`src/hdl/plds_pkg.sv`:
```
// Shared types and constants for the point-light diffuse shading pipeline.
// No dependencies; every other file in this block imports it.
`default_nettype none

package plds_pkg;

   localparam int CSR_IDX_W  = 3;
   localparam int CSR_DATA_W = 48;

   // iterations done in each register stage of the root and divider pipelines
   localparam int SQRT_STEPS_DEF = 2;
   localparam int DIV_STEPS_DEF  = 2;

   localparam int SQRT_STAGES_DEF = (32 + SQRT_STEPS_DEF - 1) / SQRT_STEPS_DEF;
   localparam int COS_STAGES_DEF  = (32 + DIV_STEPS_DEF - 1) / DIV_STEPS_DEF;
   localparam int FAC_STAGES_DEF  = (64 + DIV_STEPS_DEF - 1) / DIV_STEPS_DEF;
   // geometry 3, falloff 2, color 3, plus the iterative units
   localparam int LATENCY_DEF = 3 + SQRT_STAGES_DEF + COS_STAGES_DEF + 2 +
                                FAC_STAGES_DEF + 3;

   typedef enum logic [CSR_IDX_W-1:0] {
      CSR_POS_X      = 3'd0,
      CSR_POS_Y      = 3'd1,
      CSR_POS_Z      = 3'd2,
      CSR_COLOR      = 3'd3,
      CSR_RADIUS     = 3'd4,
      CSR_BRIGHTNESS = 3'd5,
      CSR_LIGHT_TYPE = 3'd6
   } csr_index_type;

   typedef enum logic [2:0] {
      LT_LEGACY  = 3'd0,
      LT_LINEAR  = 3'd1,
      LT_INVERSE = 3'd2,
      LT_INV_SQ  = 3'd3,
      LT_SUN     = 3'd4
   } light_type_type;

   typedef struct packed {
      logic signed [31:0] light_pos_x;
      logic signed [31:0] light_pos_y;
      logic signed [31:0] light_pos_z;
      logic [47:0]        light_color;
      logic [31:0]        falloff_radius;
      logic [31:0]        brightness;
      light_type_type     light_type;
   } cfg_type;

   localparam logic [47:0] COLOR_RST  = 48'h0100_0100_0100;
   localparam logic [31:0] RADIUS_RST = 32'h00C8_0000;
   localparam logic [31:0] BRIGHT_RST = 32'h0001_0000;

   typedef struct packed {
      logic signed [31:0] point_x;
      logic signed [31:0] point_y;
      logic signed [31:0] point_z;
      logic signed [15:0] normal_x;
      logic signed [15:0] normal_y;
      logic signed [15:0] normal_z;
   } req_type;

   typedef struct packed {
      logic [15:0] red;
      logic [15:0] green;
      logic [15:0] blue;
      logic        type_error;
   } rsp_type;

   // travels beside the square root
   typedef struct packed {
      logic signed [49:0] dot;
      logic               e;
   } geo_side_type;

   // travels beside the cosine divider
   typedef struct packed {
      logic signed [49:0] dot;
      logic               e;
      logic [31:0]        len1;
   } len_side_type;

endpackage

`default_nettype wire

```
`src/hdl/plds_sqrt.sv`:
```
// Pipelined integer square root, digit by digit, STEPS digits per stage.
// Side data rides along unchanged. Depends on plds_pkg.
`default_nettype none

module plds_sqrt #(
   parameter int XW    = 64,
   parameter int STEPS = plds_pkg::SQRT_STEPS_DEF,
   parameter int SW    = 1
) (
   input  wire               clock,
   input  wire               reset,
   input  wire               in_valid,
   input  wire  [XW-1:0]     in_x,
   input  wire  [SW-1:0]     in_side,
   output logic              out_valid,
   output logic [XW/2-1:0]   out_root,
   output logic [SW-1:0]     out_side
);
   import plds_pkg::*;

   localparam int RTW = XW / 2;
   localparam int NST = (RTW + STEPS - 1) / STEPS;
   localparam int RW  = RTW + 3;

   logic            vld_ff  [NST];
   logic [RW-1:0]   rem_ff  [NST];
   logic [RTW-1:0]  root_ff [NST];
   logic [XW-1:0]   xs_ff   [NST];
   logic [SW-1:0]   side_ff [NST];

   genvar g;
   for (g = 0; g < NST; g++) begin : gen_stage
      logic           vld_src;
      logic [RW-1:0]  rem_src, rem_in;
      logic [RTW-1:0] root_src, root_in;
      logic [XW-1:0]  xs_src, xs_in;
      logic [SW-1:0]  side_src;

      if (g == 0) begin : gen_head
         assign vld_src  = in_valid;
         assign rem_src  = '0;
         assign root_src = '0;
         assign xs_src   = in_x;
         assign side_src = in_side;
      end else begin : gen_body
         assign vld_src  = vld_ff[g-1];
         assign rem_src  = rem_ff[g-1];
         assign root_src = root_ff[g-1];
         assign xs_src   = xs_ff[g-1];
         assign side_src = side_ff[g-1];
      end

      always_comb begin : step
         logic [RW-1:0] t;
         logic [RW-1:0] trial;
         rem_in  = rem_src;
         root_in = root_src;
         xs_in   = xs_src;
         for (int j = 0; j < STEPS; j++) begin
            if (g * STEPS + j < RTW) begin
               t     = {rem_in[RW-3:0], xs_in[XW-1:XW-2]};
               trial = RW'({root_in, 2'b01});
               if (t >= trial) begin
                  rem_in  = t - trial;
                  root_in = {root_in[RTW-2:0], 1'b1};
               end else begin
                  rem_in  = t;
                  root_in = {root_in[RTW-2:0], 1'b0};
               end
               xs_in = {xs_in[XW-3:0], 2'b00};
            end
         end
      end

      always_ff @(posedge clock) begin
         if (reset) begin
            vld_ff[g] <= 1'b0;
         end else begin
            vld_ff[g] <= vld_src;
         end
      end

      always_ff @(posedge clock) begin
         rem_ff[g]  <= rem_in;
         root_ff[g] <= root_in;
         xs_ff[g]   <= xs_in;
         side_ff[g] <= side_src;
      end
   end

   assign out_valid = vld_ff[NST-1];
   assign out_root  = root_ff[NST-1];
   assign out_side  = side_ff[NST-1];

endmodule

`default_nettype wire

```
`config.mk`:
```
export PLATFORM = sky130hd
export DESIGN_NAME = plds_sqrt
export DESIGN_NICKNAME = d
export VERILOG_FILES = /design/src/hdl/plds_pkg.sv /design/src/hdl/plds_sqrt.sv
export SDC_FILE = /design/constraint.sdc
export NUM_CORES = 2
export LEC_CHECK = 0
export BUFFER_PORTS_ARGS = -buffer_cell sky130_fd_sc_hd__buf_2
export CAP_MARGIN = 10
export CORE_MARGIN = 10
export CORE_UTILIZATION = 55
export CTS_BUF_LIST = sky130_fd_sc_hd__clkbuf_2 sky130_fd_sc_hd__clkbuf_4 sky130_fd_sc_hd__clkbuf_8
export CTS_CLUSTER_SIZE = 16
export DETAILED_ROUTE_END_ITERATION = 8
export PLACE_DENSITY = 0.83
export SLEW_MARGIN = 25
export SYNTH_ARGS = -nofsm -noshare
export SYNTH_HDL_FRONTEND = slang
export SYNTH_SLANG_ARGS = --single-unit
```
`constraint.sdc`:
```
create_clock -name clock -period 9.1 [get_ports clock]
set_clock_uncertainty 0.15 [all_clocks]
set_input_delay 2.73 -clock clock [delete_from_list [all_inputs] [get_ports clock]]
set_output_delay 2.73 -clock clock [all_outputs]
set_load 0.01 [all_outputs]
```
# --- Yosys cells after proc, flatten, opt, wreduce, memory -nomap -nowiden ---
# Memory sizes are Yosys's and may differ from the RTL's.
# Index checks and enable logic that the tools add are counted.
op_classes:
  muxes: 83
  addsub: 32
  n_bitwise: 16
  magnitude_cmp: 32
op_table:
  columns: ["op", "n"]
  rows:
  - ["$ge A35 B34 Y1", 30]
  - ["$mux W35", 16]
  - ["$mux W33", 16]
  - ["$sub A35 B34 Y35", 15]
  - ["$sub A33 B33 Y33", 15]
  - ["$mux W1", 51]
  - ["$ge A35 B3 Y1", 1]
  - ["$sub A35 B3 Y35", 1]
  - ["$or A1 B1 Y1", 16]
  - ["$sub A2 B1 Y3 const B", 1]
  - ["$ge A2 B1 Y1 const B", 1]
word_totals:
  mem_bits_rw: 2064
  inputBits: 68
  memories: 5
  regBits: 0
  word_cells: 168
mem_list:
  columns: ["memory", "depth", "word_bits", "rd", "rd_ports_with_merged_regs", "wr", "line_no", "source"]
  rows:
  - ["xs_ff", 16, 60, 15, 0, 16, "plds_sqrt.sv:28", "logic [XW-1:0] xs_ff [NST];"]
  - ["rem_ff", 16, 35, 15, 0, 16, "plds_sqrt.sv:26", "logic [RW-1:0] rem_ff [NST];"]
  - ["root_ff", 16, 32, 16, 0, 16, "plds_sqrt.sv:27", "logic [RTW-1:0] root_ff [NST];"]
  - ["side_ff", 16, 1, 16, 0, 16, "plds_sqrt.sv:29", "logic [SW-1:0] side_ff [NST];"]
  - ["vld_ff", 16, 1, 16, 0, 16, "plds_sqrt.sv:25", "logic vld_ff [NST];"]

# --- Longest topological paths before layout ---
# An unclocked memory read counts as a cell.
logic_depth:
  ltp_word: 5
  depth_mapped: 32
  mapped_depth_nobuf: 26

# --- Worst setup path before layout ---
# No wires, ideal clock.
synth_timing:
  kind: "reg-to-reg"
  startpoint: "memory root_ff[9][4] (netlist name)"
  endpoint: "memory rem_ff[1][83] (netlist name)"
  path_slack_ns: 2.375
  setup_ns: 0.132
  arrival_ns: 6.443
  stages_incl_launch_ff: 30
  path_cell_list: "dfxtp_1 > inv_1 > ha_1 > clkbuf_1 > a41oi_1 > o221a_2 > o211ai_1 > and3_1 > nor2_1 > nand2_1 > inv_1 > clkbuf_1 > clkbuf_1 > buf_1 > nand2_1 > o21ai_0 > ha_1 > clkbuf_1 > a21o_1 > a21o_1 > a211oi_1 > nor2_1 > a211oi_1 > a31oi_1 > or4_1 > or4b_1 > clkbuf_1 > buf_1 > nor2_1 > a21oi_1"
synth_lines:
  columns: ["item", "line_no"]
  rows:
  - ["start, declared", "plds_sqrt.sv:27"]
  - ["end, declared", "plds_sqrt.sv:26"]

==> out/metrics.csv <==
stage,metric,value,unit
min_path,HP Start,xs_ff[0][147],
sta,Hold Fails Final Rpt,0,
place,Placed Area,0.0714,mm2
clock_network,clk_lat worst skew,0.99,ns
grt,vias in the first global route,57900,
critical_path,RR Endpoint,rem_ff[1][215],
synth,Synth Area in Compound Gates,18.9,%
critical_path,"delay-heaviest family, CP",compound AO/OA/AOI/OAI gates,
pwr,sw frac,38.2,%
synth,"FFs w/ async S/R, synth",0,%
sta,Slew headroom,24.3,%
critical_path,WS Path Type,reg2reg,
sta,Final setup violation count,0,
grt,GR Util All Layers,26.5,%
place,DP HPWL,153000,um
cells_and_area,"leading cell type in the layout, fill and taps excluded",dfxtp_1,
cells_and_area,share of layout cells above drive strength 1,8.92,%
synth,post-synthesis sequential area ratio,36.3,%
pwr,VDD IR max,0.000177,V
pwr,Psw,7.56,mW
synth,Cell variety after synth,99,
drt,DRT iter0 DRCs,5531,
pwr,Flop pwr share,37.9,%
synth,Synth Area in Simple Gates,19.3,%
synth,adder-cell share of the synthesized area,10.1,%
clock_network,post-CTS setup buffers,0,
place,# port buffers,101,
sta,Slew @ Worst Pin,1.13,ns
synth,top cell type's share of synthesized area,36.3,%
clock_network,Num CTS Buffers,201,
drt,Routed Wire Length,195000,um
synth,Mapped Cells,8122,
floorplanning,# IOs,102,
min_path,worst hold endpoint,xs_ff[0][211],
drt,WL/cell,19.4,um
clock_network,CTS hold repair buffers,0,
critical_path,critical path's slowest cell,a2111oi_2,
pwr,P_leak,35.0,nW
synth,post-synthesis instance area,0.0693,mm2
floorplanning,die outline area,0.141,mm2
pwr,Clock power frac,27.4,%
sta,Setup TNS,0,ns
synth,Post-synth EDFFs,0,
clock_network,Worst-path clk slew,0.07,ns
synth,main combinational cell family by area after synthesis,simple AND/OR/NAND/NOR gates,
clock_network,H-Tree Depth,4,
cells_and_area,Fill cells,10600,
critical_path,crit path DAT,8.63,ns
status,status,completed,
sta,Max Slew Vio Count,0,
grt,Overflow after GRT,0,
critical_path,CP Cell Sequence,"inv_1, ha_1, o21a_1, nor4_1, o21ai_0, nand3_1, a21oi_1, or2_2, inv_1, o21ai_0, ha_1, a21o_1, a21o_1, a21oi_1, o311ai_0, nand2_1, nand3_1, o2111ai_1, a21boi_0, a221o_1, a2111oi_2, and2_1, buf_4, mux2_2",
synth,syn avg cell area,8.54,um2
synth,XOR/XNOR Fraction of Synth Area,9.27,%
critical_path,Setup crit end kind,flop,
sta,final worst path period need,7.91,ns
clock_network,Clock Tree Root,clkbuf_8,
critical_path,R2R depth,24,
cells_and_area,most frequent cells in the layout,"dfxtp_1, nor2_1, a21oi_1, nand2_1, ha_1",
min_path,Tightest Hold Check Type,reg2reg,
critical_path,Startpoint Class,flop,
synth,mux share of post-synthesis cell area,2.31,%
clock_network,Max Buffers Root-to-Sink,3,
synth,synth top area cells,"dfxtp_1, ha_1, xnor2_1, a21oi_1, nor2_1",
floorplanning,CORE AREA,0.125,mm2
drt,Vias per Instance,6.01,
pwr,Combinational Power Share,34.7,%
clock_network,cts repair resizes,0,
drt,drt first pass iters,6,
floorplanning,FP Rows,130,
drt,Vias,60500,
place,RePlAce Congestion,0.999,
synth,flop and latch count out of synthesis,1257,
flow_run,maxcap violations,0,
synth,cell taking the most area after synthesis,dfxtp_1,
sta,max frequency,0.126,GHz
clock_network,CTS Sinks,1257,
grt,initial antenna violation count,5,
floorplanning,Die Span X,375,um
synth,Main synth FF type,dfxtp_1,
floorplanning,Chip Height,375,um
cells_and_area,post-route cell area,0.0760,mm2
cells_and_area,Nets,8869,
pwr,power density over the cells,260,mW/mm2
grt,first-pass GRT wire length,306000,um
synth,count of warnings emitted by yosys,0,
grt,largest net degree at the start of global routing,46,
critical_path,crit-path max FO,27,
drt,remaining antenna violation count after routing,0,
floorplanning,initial core utilization,55.3,%
sta,Tcrit/Tclk final,86.9,%
critical_path,Reg-to-Reg Start,root_ff[13][0],
sta,RSZ-0062 raised after global routing,no,
drt,DRC errors left,0,
critical_path,CP Buf/Inv Count,3,
critical_path,Crit path largest cell delay,0.69,ns
critical_path,Worst Path Required,9.82,ns
pwr,Int Pwr,12.2,mW
cells_and_area,P&R area growth vs syn,9.65,%
clock_network,CTS tree,done,
min_path,hold path depth,0,
critical_path,"reg-to-reg slack, setup",1.19,ns
==> per-stage QoR <==
step	hold slack, ns	total power [mW]	setup slack, ns	util, %	cells
final	0.143	19.8	1.19	60.6	10100
after global placement	0.160	14.1	1.80	56.9	9691
after detailed placement	0.162	14.2	1.59	56.9	9691
after CTS	0.138	19.7	1.54	60.6	10100
after floorplan	0.160	12.4	2.37	-	8124
after global routing	0.158	20.9	0.863	60.6	10100
==> Yosys cell counts, types with 64 or more instances <==
cell,count
nand4_1,124
nor2_1,669
nand2b_1,94
o21a_1,87
a211oi_1,71
nor2b_1,94
dfxtp_1,1257
inv_1,466
ha_1,557
xnor2_1,484
xor2_1,250
nor3_1,242
nand2_1,632
o21bai_1,70
nor4_1,105
a21oi_1,637
or3_1,86
o21ai_0,432
a21o_1,275
mux2_2,128
a31oi_1,77
and3_1,64
clkbuf_1,193
nand3_1,222
==> routing by layer <==
layer | up-vias | track usage (%) | part of all wire [%]
li1 | 29300 | - | -
met1 | 28200 | 33.2 | 42
met2 | 2499 | 43.5 | 46
met3 | 489 | 5.57 | 7.7
met4 | 2 | 11.8 | 4.4
met5 | - | 0 | 0.0062
==> area by class of cell <==
cell class,count,area [um2],share of cell area (%)
clock buffers,273,3510,4.62
multi-input cells,6170,41600,54.7
inverters,472,1770,2.33
flip-flops and latches,1257,25200,33.1
repair buffers,142,813,1.07
clock inverters,91,1120,1.47
diodes,3,7.51,0.00988
well taps,1650,2060,2.72
==> kinds of logic after synthesis <==
kind of cell | after synthesis
AOI/OAI and AO/OA | 2060
xor gates and xnor gates | 734
adders and majority gates | 557
buffers and inverters | 697
DFF | 1257
muxes | 144
other | 1
and+or+nand+nor | 2672
==> power groups by stage <==
stage | Combinational, mW | Clock (mW) | Sequential, mW
2_1_floorplan | 5.31 | 0 | 7.04
3_3_place_gp | 6.52 | 0 | 7.54
3_5_place_dp | 6.66 | 0 | 7.56
4_1_cts | 6.71 | 5.52 | 7.45
5_1_grt | 7.54 | 5.76 | 7.57
6_report | 6.86 | 5.41 | 7.49
==> sequential cells by signal (all words and copies together) (netlist names) <==
register / count
vld_ff: 16
rem_ff: 473
root_ff: 272
xs_ff: 480
side_ff: 16
==> worst reg2reg max path: stages (launching register included) <==
cell and delay (ns):
dfxtp_1 0.33, inv_1 0.07, ha_1 0.35, o21a_1 0.16
nor4_1 0.07, o21ai_0 0.49, nand3_1 0.22, a21oi_1 0.45
or2_2 0.53, inv_1 0.34, o21ai_0 0.37, ha_1 0.33
a21o_1 0.20, a21o_1 0.18, a21oi_1 0.19, o311ai_0 0.22
nand2_1 0.15, nand3_1 0.14, o2111ai_1 0.27, a21boi_0 0.22
a221o_1 0.48, a2111oi_2 0.69, and2_1 0.40, buf_4 0.39
mux2_2 0.39
==> worst max path at each step <==
stage	from	to	slack, ns	depth (start not counted)
5_1_grt	root_ff[13][0]	rem_ff[1][233]	0.86	24
3_3_place_gp	root_ff[13][26]	rem_ff[1][238]	1.80	23
3_5_place_dp	root_ff[13][0]	rem_ff[1][215]	1.59	24
4_1_cts	root_ff[13][0]	rem_ff[1][215]	1.54	24
2_1_floorplan	root_ff[9][4]	rem_ff[1][83]	2.37	29
6_report	root_ff[13][0]	rem_ff[1][215]	1.19	24
Power figures use the tool's default switching activity.
